===== src/hdl/spf_pkg.sv =====
// -----------------------------------------------------------------------------
// spf_pkg
// Types, codes and constants of the single-wire link packet framer.
// -----------------------------------------------------------------------------
`timescale 1ns / 1ps
`default_nettype none

package spf_pkg;

  localparam int unsigned SPEED_W   = 23;
  localparam int unsigned CFG_IDX_W = 2;

  localparam logic [CFG_IDX_W-1:0] REG_SPEED  = 2'd0;
  localparam logic [CFG_IDX_W-1:0] REG_SELECT = 2'd1;

  localparam logic [SPEED_W-1:0] SPEED_RESET = 23'd363000;
  localparam logic [SPEED_W-1:0] FAST_HZ     = 23'd700000;

  localparam logic [7:0] CNT_SHORT     = 8'd2;
  localparam logic [7:0] CNT_FAST_LONG = 8'd8;
  localparam logic [7:0] CNT_SLOW_LONG = 8'd20;
  localparam logic [7:0] ENTRY_LOW     = 8'd160;
  localparam logic [7:0] ENTRY_HIGH    = 8'd8;

  localparam logic [3:0] BITS_SHORT = 4'd3;
  localparam logic [3:0] BITS_BYTE  = 4'd8;

  typedef enum logic [1:0] {
    FN_SEND   = 2'd0,
    FN_RECV   = 2'd1,
    FN_SAMPLE = 2'd2,
    FN_ENTRY  = 2'd3
  } func_t;

  typedef enum logic [1:0] {
    KIND_TOKEN     = 2'd0,
    KIND_SEND_DONE = 2'd1,
    KIND_RECV_DONE = 2'd2
  } kind_t;

  typedef enum logic [2:0] {
    STS_OK         = 3'd0,
    STS_NOT_SEL    = 3'd1,
    STS_BAD_COUNT  = 3'd2,
    STS_NO_ACK     = 3'd3,
    STS_BAD_HDR    = 3'd4,
    STS_PARITY     = 3'd5,
    STS_UNEXPECTED = 3'd6
  } status_t;

  // where a pulse token takes its bit from
  typedef enum logic [2:0] {
    TOK_ZERO  = 3'd0,
    TOK_ONE   = 3'd1,
    TOK_DATA  = 3'd2,
    TOK_PAR   = 3'd3,
    TOK_ENTRY = 3'd4
  } tok_src_t;

  // controller -> datapath
  typedef struct packed {
    logic     emit;
    logic     emit_token;
    tok_src_t tok_src;
    kind_t    kind;
    status_t  status;
    logic     use_byte;
    logic     last;
    logic     tx_load;
    logic     tx_shift;
    logic     rx_clear;
    logic     rx_shift;
  } ctrl_cmd_t;

  // datapath -> controller
  typedef struct packed {
    logic out_free;
    logic selected;
    logic bad_count;
    logic tx_last_bit;
    logic rx_last_bit;
    logic rx_par_ok;
  } dp_stat_t;

endpackage

`default_nettype wire


===== src/hdl/spf_if.sv =====
// -----------------------------------------------------------------------------
// spf_if
// Request, result and register-write channels of the packet framer.
// -----------------------------------------------------------------------------
`timescale 1ns / 1ps
`default_nettype none

interface spf_in_if;
  logic       valid;
  logic       ready;
  logic [1:0] func;
  logic [7:0] data_value;
  logic [3:0] bit_count;
  logic       sample;

  modport source (output valid, func, data_value, bit_count, sample, input ready);
  modport sink   (input valid, func, data_value, bit_count, sample, output ready);
endinterface

interface spf_out_if;
  logic       valid;
  logic       ready;
  logic [1:0] kind;
  logic [7:0] low_count;
  logic [7:0] high_count;
  logic [2:0] status;
  logic [7:0] data_out;
  logic       last;

  modport source (output valid, kind, low_count, high_count, status, data_out, last,
                  input ready);
  modport sink   (input valid, kind, low_count, high_count, status, data_out, last,
                  output ready);
endinterface

interface spf_cfg_if;
  logic        valid;
  logic        ready;
  logic [1:0]  index;
  logic [22:0] wdata;

  modport source (output valid, index, wdata, input ready);
  modport sink   (input valid, index, wdata, output ready);
endinterface

`default_nettype wire


===== src/hdl/spf_ctrl.sv =====
// -----------------------------------------------------------------------------
// spf_ctrl
// Request decoder, token sequencer and link phase tracking.
// -----------------------------------------------------------------------------
`timescale 1ns / 1ps
`default_nettype none

module spf_ctrl
  import spf_pkg::*;
(
  input  logic      clk,
  input  logic      rst_n,
  input  logic      in_valid,
  output logic      in_ready,
  input  logic [1:0] in_func,
  input  logic      in_sample,
  input  dp_stat_t  stat,
  output ctrl_cmd_t cmd
);

  typedef enum logic [3:0] {
    ST_IDLE   = 4'b0001,
    ST_DATA   = 4'b0010,
    ST_PAR    = 4'b0100,
    ST_RXBYTE = 4'b1000
  } seq_state_t;

  typedef enum logic [4:0] {
    PH_IDLE = 5'b00001,
    PH_ACK  = 5'b00010,
    PH_HDR  = 5'b00100,
    PH_DATA = 5'b01000,
    PH_PAR  = 5'b10000
  } phase_t;

  seq_state_t state_r, state_nxt;
  phase_t     phase_r, phase_nxt;
  logic       accept;

  function automatic ctrl_cmd_t fin_cmd(kind_t k, status_t s);
    ctrl_cmd_t c;
    c        = '0;
    c.emit   = 1'b1;
    c.kind   = k;
    c.status = s;
    c.last   = 1'b1;
    return c;
  endfunction

  function automatic ctrl_cmd_t tok_cmd(tok_src_t src, logic l);
    ctrl_cmd_t c;
    c            = '0;
    c.emit       = 1'b1;
    c.emit_token = 1'b1;
    c.tok_src    = src;
    c.kind       = KIND_TOKEN;
    c.status     = STS_OK;
    c.last       = l;
    return c;
  endfunction

  assign in_ready = (state_r == ST_IDLE) && stat.out_free;
  assign accept   = in_valid && in_ready;

  always_comb begin
    state_nxt = state_r;
    phase_nxt = phase_r;
    cmd       = '0;
    unique case (state_r)
      ST_IDLE: begin
        if (accept) begin
          unique case (func_t'(in_func))
            FN_SEND: begin
              phase_nxt = PH_IDLE;
              if (stat.bad_count) begin
                cmd = fin_cmd(KIND_SEND_DONE, STS_BAD_COUNT);
              end else if (!stat.selected) begin
                cmd = fin_cmd(KIND_SEND_DONE, STS_NOT_SEL);
              end else begin
                cmd         = tok_cmd(TOK_ZERO, 1'b0);
                cmd.tx_load = 1'b1;
                phase_nxt   = PH_ACK;
                state_nxt   = ST_DATA;
              end
            end
            FN_RECV: begin
              if (!stat.selected) begin
                cmd       = fin_cmd(KIND_RECV_DONE, STS_NOT_SEL);
                phase_nxt = PH_IDLE;
              end else begin
                phase_nxt = PH_HDR;
              end
            end
            FN_ENTRY: begin
              phase_nxt = PH_IDLE;
              if (!stat.selected) begin
                cmd = fin_cmd(KIND_SEND_DONE, STS_NOT_SEL);
              end else begin
                cmd = tok_cmd(TOK_ENTRY, 1'b1);
              end
            end
            FN_SAMPLE: begin
              unique case (phase_r)
                PH_IDLE: begin
                  cmd = fin_cmd(KIND_RECV_DONE, STS_UNEXPECTED);
                end
                PH_ACK: begin
                  phase_nxt = PH_IDLE;
                  if (!stat.selected) begin
                    cmd = fin_cmd(KIND_SEND_DONE, STS_NOT_SEL);
                  end else if (in_sample) begin
                    cmd = fin_cmd(KIND_SEND_DONE, STS_OK);
                  end else begin
                    cmd = fin_cmd(KIND_SEND_DONE, STS_NO_ACK);
                  end
                end
                PH_HDR: begin
                  if (!stat.selected) begin
                    cmd       = fin_cmd(KIND_RECV_DONE, STS_NOT_SEL);
                    phase_nxt = PH_IDLE;
                  end else if (in_sample) begin
                    cmd       = fin_cmd(KIND_RECV_DONE, STS_BAD_HDR);
                    phase_nxt = PH_IDLE;
                  end else begin
                    cmd.rx_clear = 1'b1;
                    phase_nxt    = PH_DATA;
                  end
                end
                PH_DATA: begin
                  if (!stat.selected) begin
                    cmd       = fin_cmd(KIND_RECV_DONE, STS_NOT_SEL);
                    phase_nxt = PH_IDLE;
                  end else begin
                    cmd.rx_shift = 1'b1;
                    if (stat.rx_last_bit) begin
                      phase_nxt = PH_PAR;
                    end
                  end
                end
                PH_PAR: begin
                  phase_nxt = PH_IDLE;
                  if (!stat.selected) begin
                    cmd = fin_cmd(KIND_RECV_DONE, STS_NOT_SEL);
                  end else if (!stat.rx_par_ok) begin
                    cmd = fin_cmd(KIND_RECV_DONE, STS_PARITY);
                  end else begin
                    // ack token now, byte on the next free slot
                    cmd       = tok_cmd(TOK_ONE, 1'b0);
                    state_nxt = ST_RXBYTE;
                  end
                end
                default: begin
                  phase_nxt = PH_IDLE;
                end
              endcase
            end
          endcase
        end
      end
      ST_DATA: begin
        if (stat.out_free) begin
          cmd          = tok_cmd(TOK_DATA, 1'b0);
          cmd.tx_shift = 1'b1;
          if (stat.tx_last_bit) begin
            state_nxt = ST_PAR;
          end
        end
      end
      ST_PAR: begin
        if (stat.out_free) begin
          cmd       = tok_cmd(TOK_PAR, 1'b1);
          state_nxt = ST_IDLE;
        end
      end
      ST_RXBYTE: begin
        if (stat.out_free) begin
          cmd          = fin_cmd(KIND_RECV_DONE, STS_OK);
          cmd.use_byte = 1'b1;
          state_nxt    = ST_IDLE;
        end
      end
      default: begin
        state_nxt = ST_IDLE;
      end
    endcase
  end

  always_ff @(posedge clk) begin
    if (!rst_n) begin
      state_r <= ST_IDLE;
      phase_r <= PH_IDLE;
    end else begin
      state_r <= state_nxt;
      phase_r <= phase_nxt;
    end
  end

endmodule

`default_nettype wire


===== src/hdl/spf_dp.sv =====
// -----------------------------------------------------------------------------
// spf_dp
// Link registers, transmit/receive shifters, token counts and result register.
// -----------------------------------------------------------------------------
`timescale 1ns / 1ps
`default_nettype none

module spf_dp
  import spf_pkg::*;
(
  input  logic                 clk,
  input  logic                 rst_n,
  // register writes
  input  logic                 cfg_valid,
  output logic                 cfg_ready,
  input  logic [CFG_IDX_W-1:0] cfg_index,
  input  logic [SPEED_W-1:0]   cfg_wdata,
  // request payload
  input  logic [7:0]           in_data_value,
  input  logic [3:0]           in_bit_count,
  input  logic                 in_sample,
  // control
  input  ctrl_cmd_t            cmd,
  output dp_stat_t             stat,
  // result channel
  output logic                 out_valid,
  input  logic                 out_ready,
  output logic [1:0]           out_kind,
  output logic [7:0]           out_low_count,
  output logic [7:0]           out_high_count,
  output logic [2:0]           out_status,
  output logic [7:0]           out_data_out,
  output logic                 out_last
);

  logic [SPEED_W-1:0] speed_r;
  logic               sel_r;

  logic [7:0] tx_sh_r, tx_sh_nxt;
  logic [3:0] tx_cnt_r;
  logic       tx_par_r;

  logic [7:0] rx_byte_r;
  logic [2:0] rx_idx_r;
  logic       rx_par_r;

  logic       out_valid_r, out_valid_nxt;
  logic [1:0] kind_r;
  logic [7:0] low_r, high_r, data_r;
  logic [2:0] status_r;
  logic       last_r;

  logic       fast;
  logic [7:0] long_cnt;
  logic       tok_bit;
  logic [7:0] tok_low, tok_high;

  assign cfg_ready = 1'b1;

  always_ff @(posedge clk) begin
    if (!rst_n) begin
      speed_r <= SPEED_RESET;
      sel_r   <= 1'b0;
    end else if (cfg_valid) begin
      unique case (cfg_index)
        REG_SPEED:  speed_r <= cfg_wdata;
        REG_SELECT: sel_r   <= cfg_wdata[0];
        default: ;
      endcase
    end
  end

  assign fast     = (speed_r >= FAST_HZ);
  assign long_cnt = fast ? CNT_FAST_LONG : CNT_SLOW_LONG;

  // left-align the used bits so the MSB always leaves from bit 7
  assign tx_sh_nxt = (in_bit_count == BITS_SHORT) ? {in_data_value[2:0], 5'b0}
                                                   : in_data_value;

  always_ff @(posedge clk) begin
    if (cmd.tx_load) begin
      tx_sh_r  <= tx_sh_nxt;
      tx_cnt_r <= in_bit_count;
      tx_par_r <= 1'b0;
    end else if (cmd.tx_shift) begin
      tx_sh_r  <= {tx_sh_r[6:0], 1'b0};
      tx_cnt_r <= tx_cnt_r - 4'd1;
      tx_par_r <= tx_par_r ^ tx_sh_r[7];
    end
  end

  always_ff @(posedge clk) begin
    if (cmd.rx_clear) begin
      rx_byte_r <= '0;
      rx_idx_r  <= '0;
      rx_par_r  <= 1'b0;
    end else if (cmd.rx_shift) begin
      rx_byte_r <= {rx_byte_r[6:0], in_sample};
      rx_idx_r  <= rx_idx_r + 3'd1;
      rx_par_r  <= rx_par_r ^ in_sample;
    end
  end

  always_comb begin
    case (cmd.tok_src)
      TOK_ONE:  tok_bit = 1'b1;
      TOK_DATA: tok_bit = tx_sh_r[7];
      TOK_PAR:  tok_bit = tx_par_r;
      default:  tok_bit = 1'b0;
    endcase
    if (cmd.tok_src == TOK_ENTRY) begin
      tok_low  = ENTRY_LOW;
      tok_high = ENTRY_HIGH;
    end else if (tok_bit) begin
      tok_low  = CNT_SHORT;
      tok_high = long_cnt;
    end else begin
      tok_low  = long_cnt;
      tok_high = CNT_SHORT;
    end
  end

  assign out_valid_nxt = cmd.emit | (out_valid_r & ~out_ready);

  always_ff @(posedge clk) begin
    if (!rst_n) begin
      out_valid_r <= 1'b0;
    end else begin
      out_valid_r <= out_valid_nxt;
    end
  end

  always_ff @(posedge clk) begin
    if (cmd.emit) begin
      kind_r   <= cmd.kind;
      status_r <= cmd.status;
      last_r   <= cmd.last;
      low_r    <= cmd.emit_token ? tok_low  : 8'd0;
      high_r   <= cmd.emit_token ? tok_high : 8'd0;
      data_r   <= cmd.use_byte   ? rx_byte_r : 8'd0;
    end
  end

  assign stat.out_free    = ~out_valid_r | out_ready;
  assign stat.selected    = sel_r;
  assign stat.bad_count   = (in_bit_count != BITS_SHORT) && (in_bit_count != BITS_BYTE);
  assign stat.tx_last_bit = (tx_cnt_r == 4'd1);
  assign stat.rx_last_bit = (rx_idx_r == 3'(BITS_BYTE - 4'd1));
  assign stat.rx_par_ok   = (in_sample == rx_par_r);

  assign out_valid      = out_valid_r;
  assign out_kind       = kind_r;
  assign out_low_count  = low_r;
  assign out_high_count = high_r;
  assign out_status     = status_r;
  assign out_data_out   = data_r;
  assign out_last       = last_r;

endmodule

`default_nettype wire


===== src/hdl/swim_packet_framer.sv =====
// -----------------------------------------------------------------------------
// swim_packet_framer
// Packet engine for a single-wire debug link. A send request turns a 3- or
// 8-bit value into pulse tokens (drive-low and release loop counts): a zero
// header, the data bits MSB first, then even parity; short pulses at 700 kHz
// and above, long ones below. The next line sample is the acknowledge. A
// receive request is followed by line samples (header, 8 data bits, parity);
// a good byte is answered with an ACK token and then the byte itself. An entry
// request gives the long reset pulse. Results leave through one output
// register, one per cycle while the sink is ready: a send puts out its zero
// header token when it is accepted, then one token per data bit and one for
// parity; the parity sample that closes a good receive gives an ACK token,
// then the byte; a receive request and its header and data samples give no
// result unless they fail; every other request gives one. The token
// sequencer feeds that single output register; a new request is taken once
// the sequencer is back in idle and the output register is empty or being
// read. Register writes are taken in any cycle, no reset sweep is needed.
// -----------------------------------------------------------------------------
`timescale 1ns / 1ps
`default_nettype none

module swim_packet_framer
  import spf_pkg::*;
(
  input  logic             clk,
  input  logic             rst_n,
  spf_in_if.sink           in_ch,
  spf_out_if.source        out_ch,
  spf_cfg_if.sink          cfg_ch
);

  ctrl_cmd_t cmd;     // sequencer commands for this cycle
  dp_stat_t  stat;    // datapath flags back to the sequencer

  // Controller: decodes requests, tracks link phase (ack wait, header, data,
  // parity) and steps through token emission one result per free slot.
  spf_ctrl u_ctrl (
    .clk       (clk),
    .rst_n     (rst_n),
    .in_valid  (in_ch.valid),
    .in_ready  (in_ch.ready),
    .in_func   (in_ch.func),
    .in_sample (in_ch.sample),
    .stat      (stat),
    .cmd       (cmd)
  );

  // Datapath: link registers, tx/rx shifters with parity, token count
  // selection and the output register that decouples the result sink.
  spf_dp u_dp (
    .clk            (clk),
    .rst_n          (rst_n),
    .cfg_valid      (cfg_ch.valid),
    .cfg_ready      (cfg_ch.ready),
    .cfg_index      (cfg_ch.index),
    .cfg_wdata      (cfg_ch.wdata),
    .in_data_value  (in_ch.data_value),
    .in_bit_count   (in_ch.bit_count),
    .in_sample      (in_ch.sample),
    .cmd            (cmd),
    .stat           (stat),
    .out_valid      (out_ch.valid),
    .out_ready      (out_ch.ready),
    .out_kind       (out_ch.kind),
    .out_low_count  (out_ch.low_count),
    .out_high_count (out_ch.high_count),
    .out_status     (out_ch.status),
    .out_data_out   (out_ch.data_out),
    .out_last       (out_ch.last)
  );

endmodule

`default_nettype wire


===== src/flat_wrapper.sv =====
// flat-port wrapper written by rule: the top's interface ports become plain ports
module swim_packet_framer_flat import spf_pkg::*;
  (clk, rst_n, in_ch_valid, in_ch_func, in_ch_data_value, in_ch_bit_count, in_ch_sample, in_ch_ready, out_ch_valid, out_ch_kind, out_ch_low_count, out_ch_high_count, out_ch_status, out_ch_data_out, out_ch_last, out_ch_ready, cfg_ch_valid, cfg_ch_index, cfg_ch_wdata, cfg_ch_ready);
  spf_in_if in_ch_i ();
  spf_out_if out_ch_i ();
  spf_cfg_if cfg_ch_i ();
  input  logic clk;
  input  logic rst_n;
  input wire logic [$bits(in_ch_i.valid)-1:0] in_ch_valid;
  input wire logic [$bits(in_ch_i.func)-1:0] in_ch_func;
  input wire logic [$bits(in_ch_i.data_value)-1:0] in_ch_data_value;
  input wire logic [$bits(in_ch_i.bit_count)-1:0] in_ch_bit_count;
  input wire logic [$bits(in_ch_i.sample)-1:0] in_ch_sample;
  output wire logic [$bits(in_ch_i.ready)-1:0] in_ch_ready;
  output wire logic [$bits(out_ch_i.valid)-1:0] out_ch_valid;
  output wire logic [$bits(out_ch_i.kind)-1:0] out_ch_kind;
  output wire logic [$bits(out_ch_i.low_count)-1:0] out_ch_low_count;
  output wire logic [$bits(out_ch_i.high_count)-1:0] out_ch_high_count;
  output wire logic [$bits(out_ch_i.status)-1:0] out_ch_status;
  output wire logic [$bits(out_ch_i.data_out)-1:0] out_ch_data_out;
  output wire logic [$bits(out_ch_i.last)-1:0] out_ch_last;
  input wire logic [$bits(out_ch_i.ready)-1:0] out_ch_ready;
  input wire logic [$bits(cfg_ch_i.valid)-1:0] cfg_ch_valid;
  input wire logic [$bits(cfg_ch_i.index)-1:0] cfg_ch_index;
  input wire logic [$bits(cfg_ch_i.wdata)-1:0] cfg_ch_wdata;
  output wire logic [$bits(cfg_ch_i.ready)-1:0] cfg_ch_ready;
  assign in_ch_i.valid = in_ch_valid;
  assign in_ch_i.func = in_ch_func;
  assign in_ch_i.data_value = in_ch_data_value;
  assign in_ch_i.bit_count = in_ch_bit_count;
  assign in_ch_i.sample = in_ch_sample;
  assign in_ch_ready = in_ch_i.ready;
  assign out_ch_valid = out_ch_i.valid;
  assign out_ch_kind = out_ch_i.kind;
  assign out_ch_low_count = out_ch_i.low_count;
  assign out_ch_high_count = out_ch_i.high_count;
  assign out_ch_status = out_ch_i.status;
  assign out_ch_data_out = out_ch_i.data_out;
  assign out_ch_last = out_ch_i.last;
  assign out_ch_i.ready = out_ch_ready;
  assign cfg_ch_i.valid = cfg_ch_valid;
  assign cfg_ch_i.index = cfg_ch_index;
  assign cfg_ch_i.wdata = cfg_ch_wdata;
  assign cfg_ch_ready = cfg_ch_i.ready;
  swim_packet_framer u_core (.clk(clk), .rst_n(rst_n), .in_ch(in_ch_i), .out_ch(out_ch_i), .cfg_ch(cfg_ch_i));
endmodule

===== config.mk =====
export PLATFORM = sky130hd
export DESIGN_NAME = swim_packet_framer_flat
export DESIGN_NICKNAME = d
export VERILOG_FILES = /design/src/hdl/spf_pkg.sv /design/src/hdl/spf_if.sv /design/src/hdl/spf_ctrl.sv /design/src/hdl/spf_dp.sv /design/src/hdl/swim_packet_framer.sv /design/src/flat_wrapper.sv
export SDC_FILE = /design/constraint.sdc
export NUM_CORES = 1
export LEC_CHECK = 0
export BUFFER_PORTS_ARGS = -buffer_cell sky130_fd_sc_hd__clkbuf_2
export CORE_UTILIZATION = 30
export DETAILED_ROUTE_END_ITERATION = 16
export PLACE_DENSITY_LB_ADDON = 0.08
export SKIP_CTS_REPAIR_TIMING = 1
export SYNTH_ARGS = -nofsm -noshare
export SYNTH_HDL_FRONTEND = slang
export SYNTH_HIERARCHICAL = 1
export SYNTH_SLANG_ARGS = --single-unit

===== constraint.sdc =====
create_clock -name clk -period 4.4 [get_ports clk]
set_input_delay 0.22 -clock clk [delete_from_list [all_inputs] [get_ports clk]]
set_output_delay 0.22 -clock clk [all_outputs]
set_load 0.05 [all_outputs]

* Word level (Yosys, flattened, before mapping)
Index checks and enable logic that the tools add are counted.
** Cells by class
- Reduce and logical (&&, ||, !) cells :: 14
- Equal/unequal tests :: 35
- $lt $le $gt $ge :: 1
- Mux-type cells :: 51
- Bitwise operators :: 9
- Add/subtract/negate cells :: 2
** Operator list (number)
- $pmux W16 S4 :: 2
- $mux W16 :: 6
- $mux W15 :: 6
- $pmux W16 S5 :: 1
- $mux W4 :: 15
- $mux W8 :: 6
- $ge A23 B20 Y1 const B :: 1
- $mux W5 :: 4
- $pmux W5 S4 :: 1
- $ne A3 B3 Y1 const B :: 5
- $pmux W5 S3 :: 1
- $mux W14 :: 1
- $pmux W4 S3 :: 1
- $reduce_and A10 Y1 :: 1
- $eq A4 B1 Y1 const B :: 2
- $eq A4 B2 Y1 const B :: 2
- $pmux W4 S2 :: 1
- $eq A3 B2 Y1 const B :: 2
- $eq A3 B3 Y1 const B :: 2
- $ne A2 B2 Y1 const B :: 3
- $reduce_or A3 Y1 :: 2
- $eq A5 B1 Y1 const B :: 1
- $eq A5 B2 Y1 const B :: 1
- $eq A5 B3 Y1 const B :: 1
- other kinds (29) :: 44
** Word-level totals
- Input bits :: 45
- Flip-flop bits (word level) :: 85
- Output and inout port bits :: 33
- Logic and storage cells :: 133

* Longest topological paths before layout
Gate-level depths: netlist (run 1).
- Depth in word-level cells :: 11
- Gate-level depth with buffers :: 10
- Gate-level depth less buffers :: 9

* Modules after synthesis
Netlist (run 1), hierarchy kept.
** By module, submodules not included
- spf_dp :: area each 2807.7 um2, seq. area each 1651.6 um2, cells an instance 258, instances 1
- spf_ctrl :: area each 1108.6 um2, seq. area each 180.2 um2, cells an instance 148, instances 1

* Worst setup path after synthesis (run 1)
No wires, ideal clock.
- Path type :: flip-flop to flip-flop
- Start point :: reg u_core.u_dp.out_valid_r (netlist: u_core/u_dp/out_valid)
- End point :: reg u_core.u_dp.data_r[0] (netlist: u_core/u_dp/out_data_out[0]) (enable)
- Setup time :: 0.436 ns
- Buffers on the path :: 0
- Slack :: 0.922 ns
- Data required time :: 3.964 ns
- Cell stages (with the launch flop) :: 5
- Arrival :: 3.042 ns
- Clock period less this slack :: 3.478 ns
- Path through :: dfxtp_1 nand2b_1 and3_2 nand2_1 o32ai_1
** RTL lines
- from (decl) :: RTL line spf_dp.sv:47 : logic out_valid_r, out_valid_nxt;
- from (signal assigned) :: RTL line spf_dp.sv:129 : out_valid_r <= out_valid_nxt;
- to (signal assigned) :: RTL line spf_dp.sv:140 : data_r <= cmd.use_byte ? rx_byte_r : 8'd0;
- to (decl) :: RTL line spf_dp.sv:49 : logic [7:0] low_r, high_r, data_r;

==> metrics.csv, run 1 <==
metric,value,unit
GRT Total Usage,13.37,%
Worst-path clk slew,0.06,ns
complex-gate fraction of the synthesized area,12.81,%
post-synthesis cell count,406,
synth unique cells,65,
Chip Height,116.3,um
Design Power,1.754,mW
final setup vio count,0,
HP Class,input port to flip-flop,
status,finished clean,
Initial Util,30.91,%
Slew HR,29.76,%
Synth Area in Simple Gates,23.61,%
FMAX,375.8,MHz
Layout Skew,0.004429,ns
row count,41,
register bit total from synthesis,75,
critical path required time,4.49,ns
Syn Area/Cell,9.646,sq um
Routed WL,8.448,mm
largest family of logic cells by synthesized area,simple AND/OR/NAND/NOR gates,
"count leader, synth",nand2_1,
Max Cap Viol,0,
Port Buf Inserts,66,
nets,503,
Clock Latency Late Sink,0.34,ns
synth cell count leaders,"nand2_1, dfxtp_1, edfxtp_1",
share of cells above drive strength 1,22.88,%
ys flop type,dfxtp_1,
cts bufs inserted,9,
# DRC,0,
Setup TNS,0,ns
area grow syn2layout,16.77,%
critical path launch point type,flip-flop,
DR vias,2953,
Final min period,2.661,ns
total congestion overflow,0,
vias in the first global route,2754,
Via density,4.680,
Initial DRT Pass Iterations,4,
DIE WIDTH,116.3,um
post-route ant nets,0,
crit path DAT,2.75,ns
dpl hpwl,5.884,mm
Routed WL per cell,13.39,um
clk buf depth,2,
leading area contributor after synthesis,edfxtp_1,
initial antenna violation count,0,
synth warn,6,
Layout Cells excl Fill,631,
Post-Synthesis Cell Area,3916,sq um
max-slew violation count,0,
ranking of synthesized cells by area,"edfxtp_1, dfxtp_1, nand2_1",
"EDFF count, synth",33,
Core Footprint,12670,sq um
antenna cells,0,
die footprint,13520,sq um
GPL Wtd Cong,0.7772,
# fillers,1319,
RSZ-0062 raised after global routing,false,
Storage cell area,1832,sq um
Tcrit/Tclk final,60.47,%
H-Tree Depth,3,
I/O Pins,78,
# clock sinks,75,
post-synthesis xor/xnor area fraction,2.013,%
first-pass GRT wire length,13.84,mm
multiplexer area fraction after synthesis,4.952,%
placed insts,615,
worst-margin pin slew,1.054,ns
register area share after synthesis,46.77,%
Worst Path Max Fanout,10,
post-synth top area share,25.30,%
buffer type at the clock tree root,clkbuf_16,
initial DRC count,140,
adder-cell share of the synthesized area,1.278,%
asr flop ratio synth,0,%
Worst Setup End Kind,flip-flop,
pin count of the biggest net entering global routing,31,
Final Hold Fails,0,
CP Class,flip-flop to flip-flop,
footprint of the multi-input gates,1804,sq um
leakage,1.801,nW
CTS tree,done,
pwr/cell area,383.6,nW/um^2
final core utilization,36.09,%
maximum VDD drop,0.1627,mV
## final cells by class
| class | count | share of cell area (%) |
|---|---|---|
| clock inverter | 7 | 2.326 |
| multi-input combinational | 287 | 39.45 |
| clock buffer | 9 | 4.925 |
| timing repair buffer | 67 | 7.387 |
| sequential | 75 | 40.05 |
| inverter | 14 | 1.149 |
| tap | 172 | 4.706 |
## state kept, by name, indices dropped and copies added, names as in the netlist
signal                      cells
u_core/u_dp/rx_par_r            1
u_core/u_dp/tx_par_r            1
u_core/u_dp/out_last            1
u_core/u_dp/speed_r            18
u_core/u_dp/out_kind            2
u_core/u_dp/out_valid           1
u_core/u_dp/rx_byte_r           8
u_core/u_dp/out_high_count      3
u_core/u_ctrl/phase_r           5
u_core/u_dp/tx_cnt_r            4
u_core/u_dp/out_data_out        8
u_core/u_ctrl/state_r           4
u_core/u_dp/out_status          3
u_core/u_dp/sel_r               1
u_core/u_dp/out_low_count       4
u_core/u_dp/tx_sh_r             8
u_core/u_dp/rx_idx_r            3
## cell usage in the layout (no fill, tap or decap), types with 3 or more instances in the layout
cell / n
clkbuf_2: 66
nand2_1: 64
dfxtp_1: 42
edfxtp_1: 33
nor2_1: 28
a21oi_1: 18
mux2i_1: 16
nand3_1: 15
inv_1: 14
a21boi_1: 12
clkbuf_16: 9
o21ai_0: 9
and2_1: 9
nand2b_1: 8
nor3_1: 8
nor3b_1: 7
conb_1: 7
xnor2_1: 6
nand3b_1: 5
o21a_1: 5
nor3_2: 4
nor2b_1: 4
o22ai_1: 4
ha_1: 4
xor2_1: 3
o21bai_1: 3
mux2_2: 3
or3_1: 3
## cell families after synthesis
kind of cell,Yosys count
simple gates,178
other cells,2
xor+xnor,9
fa+ha+maj,4
mux,19
flops,75
compound gates,70
buf+inv,49
## per-layer routing
layer	vias up	share of wire [%]	global-route usage, %
li1	1504	-	-
met1	1376	47	16.92
met2	66	47	21.93
met3	7	4.1	3.581
met4	0	1.4	4.615
met5	-	0	0
## report_power, final
| group | leakage (nW) | switching [mW] | internal [mW] |
|---|---|---|---|
| clock network | 0.165 | 0.317 | 0.509 |
| logic | 0.972 | 0.122 | 0.0486 |
| registers | 0.664 | 0.0108 | 0.746 |
## worst paths after layout
| check | start | endpoint | slack (ns) | cells after the start |
|---|---|---|---|---|
| max | u_core/u_ctrl/state_r[1] | u_core/u_dp/out_high_count[1] | 1.74 | 8 |
| min | cfg_ch_wdata[6] | u_core/u_dp/speed_r[6] | 0.09 | 3 |
| max reg2reg | u_core/u_ctrl/state_r[1] | u_core/u_dp/out_high_count[1] | 1.74 | 8 |
| min reg2reg | u_core/u_dp/speed_r[12] | u_core/u_dp/speed_r[12] | 0.45 | 2 |
## critical path, cell delays in order, from the launching register on
cell and delay [ns]:
dfxtp_1 0.42, nor3_2 0.23, and4_1 0.50, nand2_1 0.20
o31ai_1 0.41, a21oi_1 0.08, a311oi_1 0.30, or3b_1 0.23
inv_1 0.06
## per-stage QoR
step           cell area, sq um  hold WS (ns)  setup WS, ns
3_3_place_gp               4242        0.4333         1.843
2_1_floorplan              3935        0.3442        0.9221
3_5_place_dp               4242        0.4353         1.813
5_1_grt                    4573       0.08253         1.555
4_1_cts                    4573       0.08105         1.798
6_report                   4573       0.09074         1.739
Note: power is estimated with default switching activity, not from simulation.
==> inputs of run 2 (changes only) <==
clock period = 2.7 ns   (was 4.4 ns; I/O delays follow)
==> run 2 against run 1 <==
Effect of this change:
- register-to-register slack worse by 1.3 ns
- sequential power increased by 62%
- total power is 56% higher
- first-iteration DRC count up 66%
- critical endpoint is now u_core/u_dp/out_low_count[2]
==> metrics.csv, run 2 (synthesis gave the netlist of run 1 again) <==
metric,value,unit,change
share of cells above drive strength 1,24.04,%,was 22.88%
RSZ-0062 raised after global routing,false,,unchanged
hold depth,3,,unchanged
pwr/cell area,589.3,nW/um^2,was 383.6 nW/um^2
Worst Path Max Fanout,8,,was 10
final setup vio count,0,,unchanged
status,finished clean,,unchanged
# DRC,0,,unchanged
Slew HR,58.90,%,was 29.76%
FMAX,433.1,MHz,was 375.8 MHz
DIE WIDTH,116.3,um,unchanged
FF-to-FF path depth,8,,unchanged
"commonest non-fill, non-tap cell in the layout",clkbuf_2,,unchanged
buffer type at the clock tree root,clkbuf_16,,unchanged
Core Footprint,12670,sq um,unchanged
Via density,4.623,,was 4.680
Hold Path Origin,cfg_ch_wdata[5],,was cfg_ch_wdata[6]
leakage,1.843,nW,was 1.801 nW
Worst Setup End Kind,flip-flop,,unchanged
first-pass GRT wire length,13.66,mm,was 13.84 mm
dpl hpwl,5.902,mm,was 5.884 mm
post-route ant nets,0,,unchanged
area grow syn2layout,18.37,%,was 16.77%
Worst-path clk slew,0.06,ns,about the same
Design Power,2.732,mW,was 1.754 mW
CP Class,flip-flop to flip-flop,,unchanged
Clock Latency Late Sink,0.34,ns,about the same
highest-count cells in the layout ignoring fill and taps,"clkbuf_2, nand2_1, dfxtp_1",,unchanged
R2R Setup Slk,0.39,ns,was 1.74 ns
Chip Height,116.3,um,unchanged
initial DRC count,232,,was 140
initial antenna violation count,0,,unchanged
max-slew violation count,0,,unchanged
pin count of the biggest net entering global routing,31,,unchanged
critical path launch point type,flip-flop,,unchanged
max reg flops,18,,unchanged
Port Buf Inserts,66,,unchanged
Setup TNS,0,ns,unchanged
Layout Skew,0.005352,ns,was 0.004429 ns
clk buf depth,2,,unchanged
vias in the first global route,2770,,"was 2,754"
HP Class,input port to flip-flop,,unchanged
Tcrit/Tclk final,85.51,%,was 60.47%
Routed WL per cell,13.02,um,was 13.39 um
GRT Total Usage,13.53,%,was 13.37%
Hold EP,u_core/u_dp/speed_r[5],,was u_core/u_dp/speed_r[6]
Final min period,2.309,ns,was 2.661 ns
GPL Wtd Cong,0.7634,,was 0.7772
reg2reg end,u_core/u_dp/out_low_count[2],,was u_core/u_dp/out_high_count[1]
r2r startpoint,u_core/u_dp/out_valid,,was u_core/u_ctrl/state_r[1]
Max Cap Viol,0,,unchanged
H-Tree Depth,3,,unchanged
nets,514,,was 503
Largest Register,u_core/u_dp/speed_r,,unchanged
die footprint,13520,sq um,unchanged
worst slack at placement,0.3854,ns,was 1.813 ns
Routed WL,8.356,mm,was 8.448 mm
maximum VDD drop,0.2114,mV,was 0.1627 mV
row count,41,,unchanged
worst-margin pin slew,0.6166,ns,was 1.054 ns
crit path DAT,2.40,ns,was 2.75 ns
I/O Pins,78,,unchanged
Initial DRT Pass Iterations,4,,unchanged
antenna cells,0,,unchanged
# fillers,1316,,"was 1,319"
final worst slack,0.3912,ns,was 1.739 ns
DR vias,2968,,"was 2,953"
Initial Util,30.91,%,unchanged
CTS tree,done,,unchanged
# clock sinks,75,,unchanged
critical path required time,2.79,ns,was 4.49 ns
Final Hold Fails,0,,unchanged
total congestion overflow,0,,unchanged
cts bufs inserted,9,,unchanged
==> run 2: how the worst max path moves through the flow <==
stage | from | endpoint | slack, ns
after global placement | u_core/u_dp/out_valid | u_core/u_dp/out_low_count[2] | 0.45
final | u_core/u_dp/out_valid | u_core/u_dp/out_low_count[2] | 0.39
after floorplan | u_core/u_dp/out_valid | u_core/u_dp/out_low_count[2] | 0.28
after detailed placement | u_core/u_dp/out_valid | u_core/u_dp/out_low_count[2] | 0.39
after CTS | u_core/u_dp/out_valid | u_core/u_dp/out_low_count[2] | 0.38
after global routing | u_core/u_dp/out_valid | u_core/u_dp/out_low_count[2] | 0.21
==> run 2: area by class of cell <==
class / instances / area, sq um / share of cell area (%)
Clock inverter: 5 / 58.81 / 1.269
Timing Repair Buffer: 78 / 435.4 / 9.393
Inverter: 14 / 52.55 / 1.134
Tap cell: 172 / 215.2 / 4.642
Multi-Input combinational cell: 287 / 1799 / 38.81
Sequential cell: 75 / 1832 / 39.51
Clock buffer: 11 / 242.7 / 5.236
==> run 2: metal layers <==
metal  vias to the layer above  GRT usage [%]  wire [um]
met1                      1372          16.57       3840
met5                         -              0          0
met3                        10          4.515        415
li1                       1526              -          -
met4                         0          5.385        139
met2                        60          21.89       3961
==> run 2: worst max-delay path, stage by stage (launching register included) <==
cell      delay, ns
dfxtp_1        0.31
nand2b_1       0.23
nand2b_1       0.11
or4b_2         0.64
o31ai_1        0.13
a21oi_1        0.08
a311oi_1       0.29
or3b_1         0.22
nor2_1         0.06
==> run 2: where the power goes <==
group          internal [mW]  switching (mW)
combinational         0.0852           0.199
sequential              1.22          0.0160
clock                  0.744           0.471
==> run 2: per-stage QoR <==
step	utilization [%]	hold slack, ns	instances	area [sq um]
2_1_floorplan	-	0.2592	411	3954
3_3_place_gp	34.13	0.3493	625	4324
3_5_place_dp	34.13	0.3503	625	4324
4_1_cts	36.51	-0.01098	641	4626
5_1_grt	36.59	0.0001122	642	4636
6_report	36.59	0.002041	642	4636
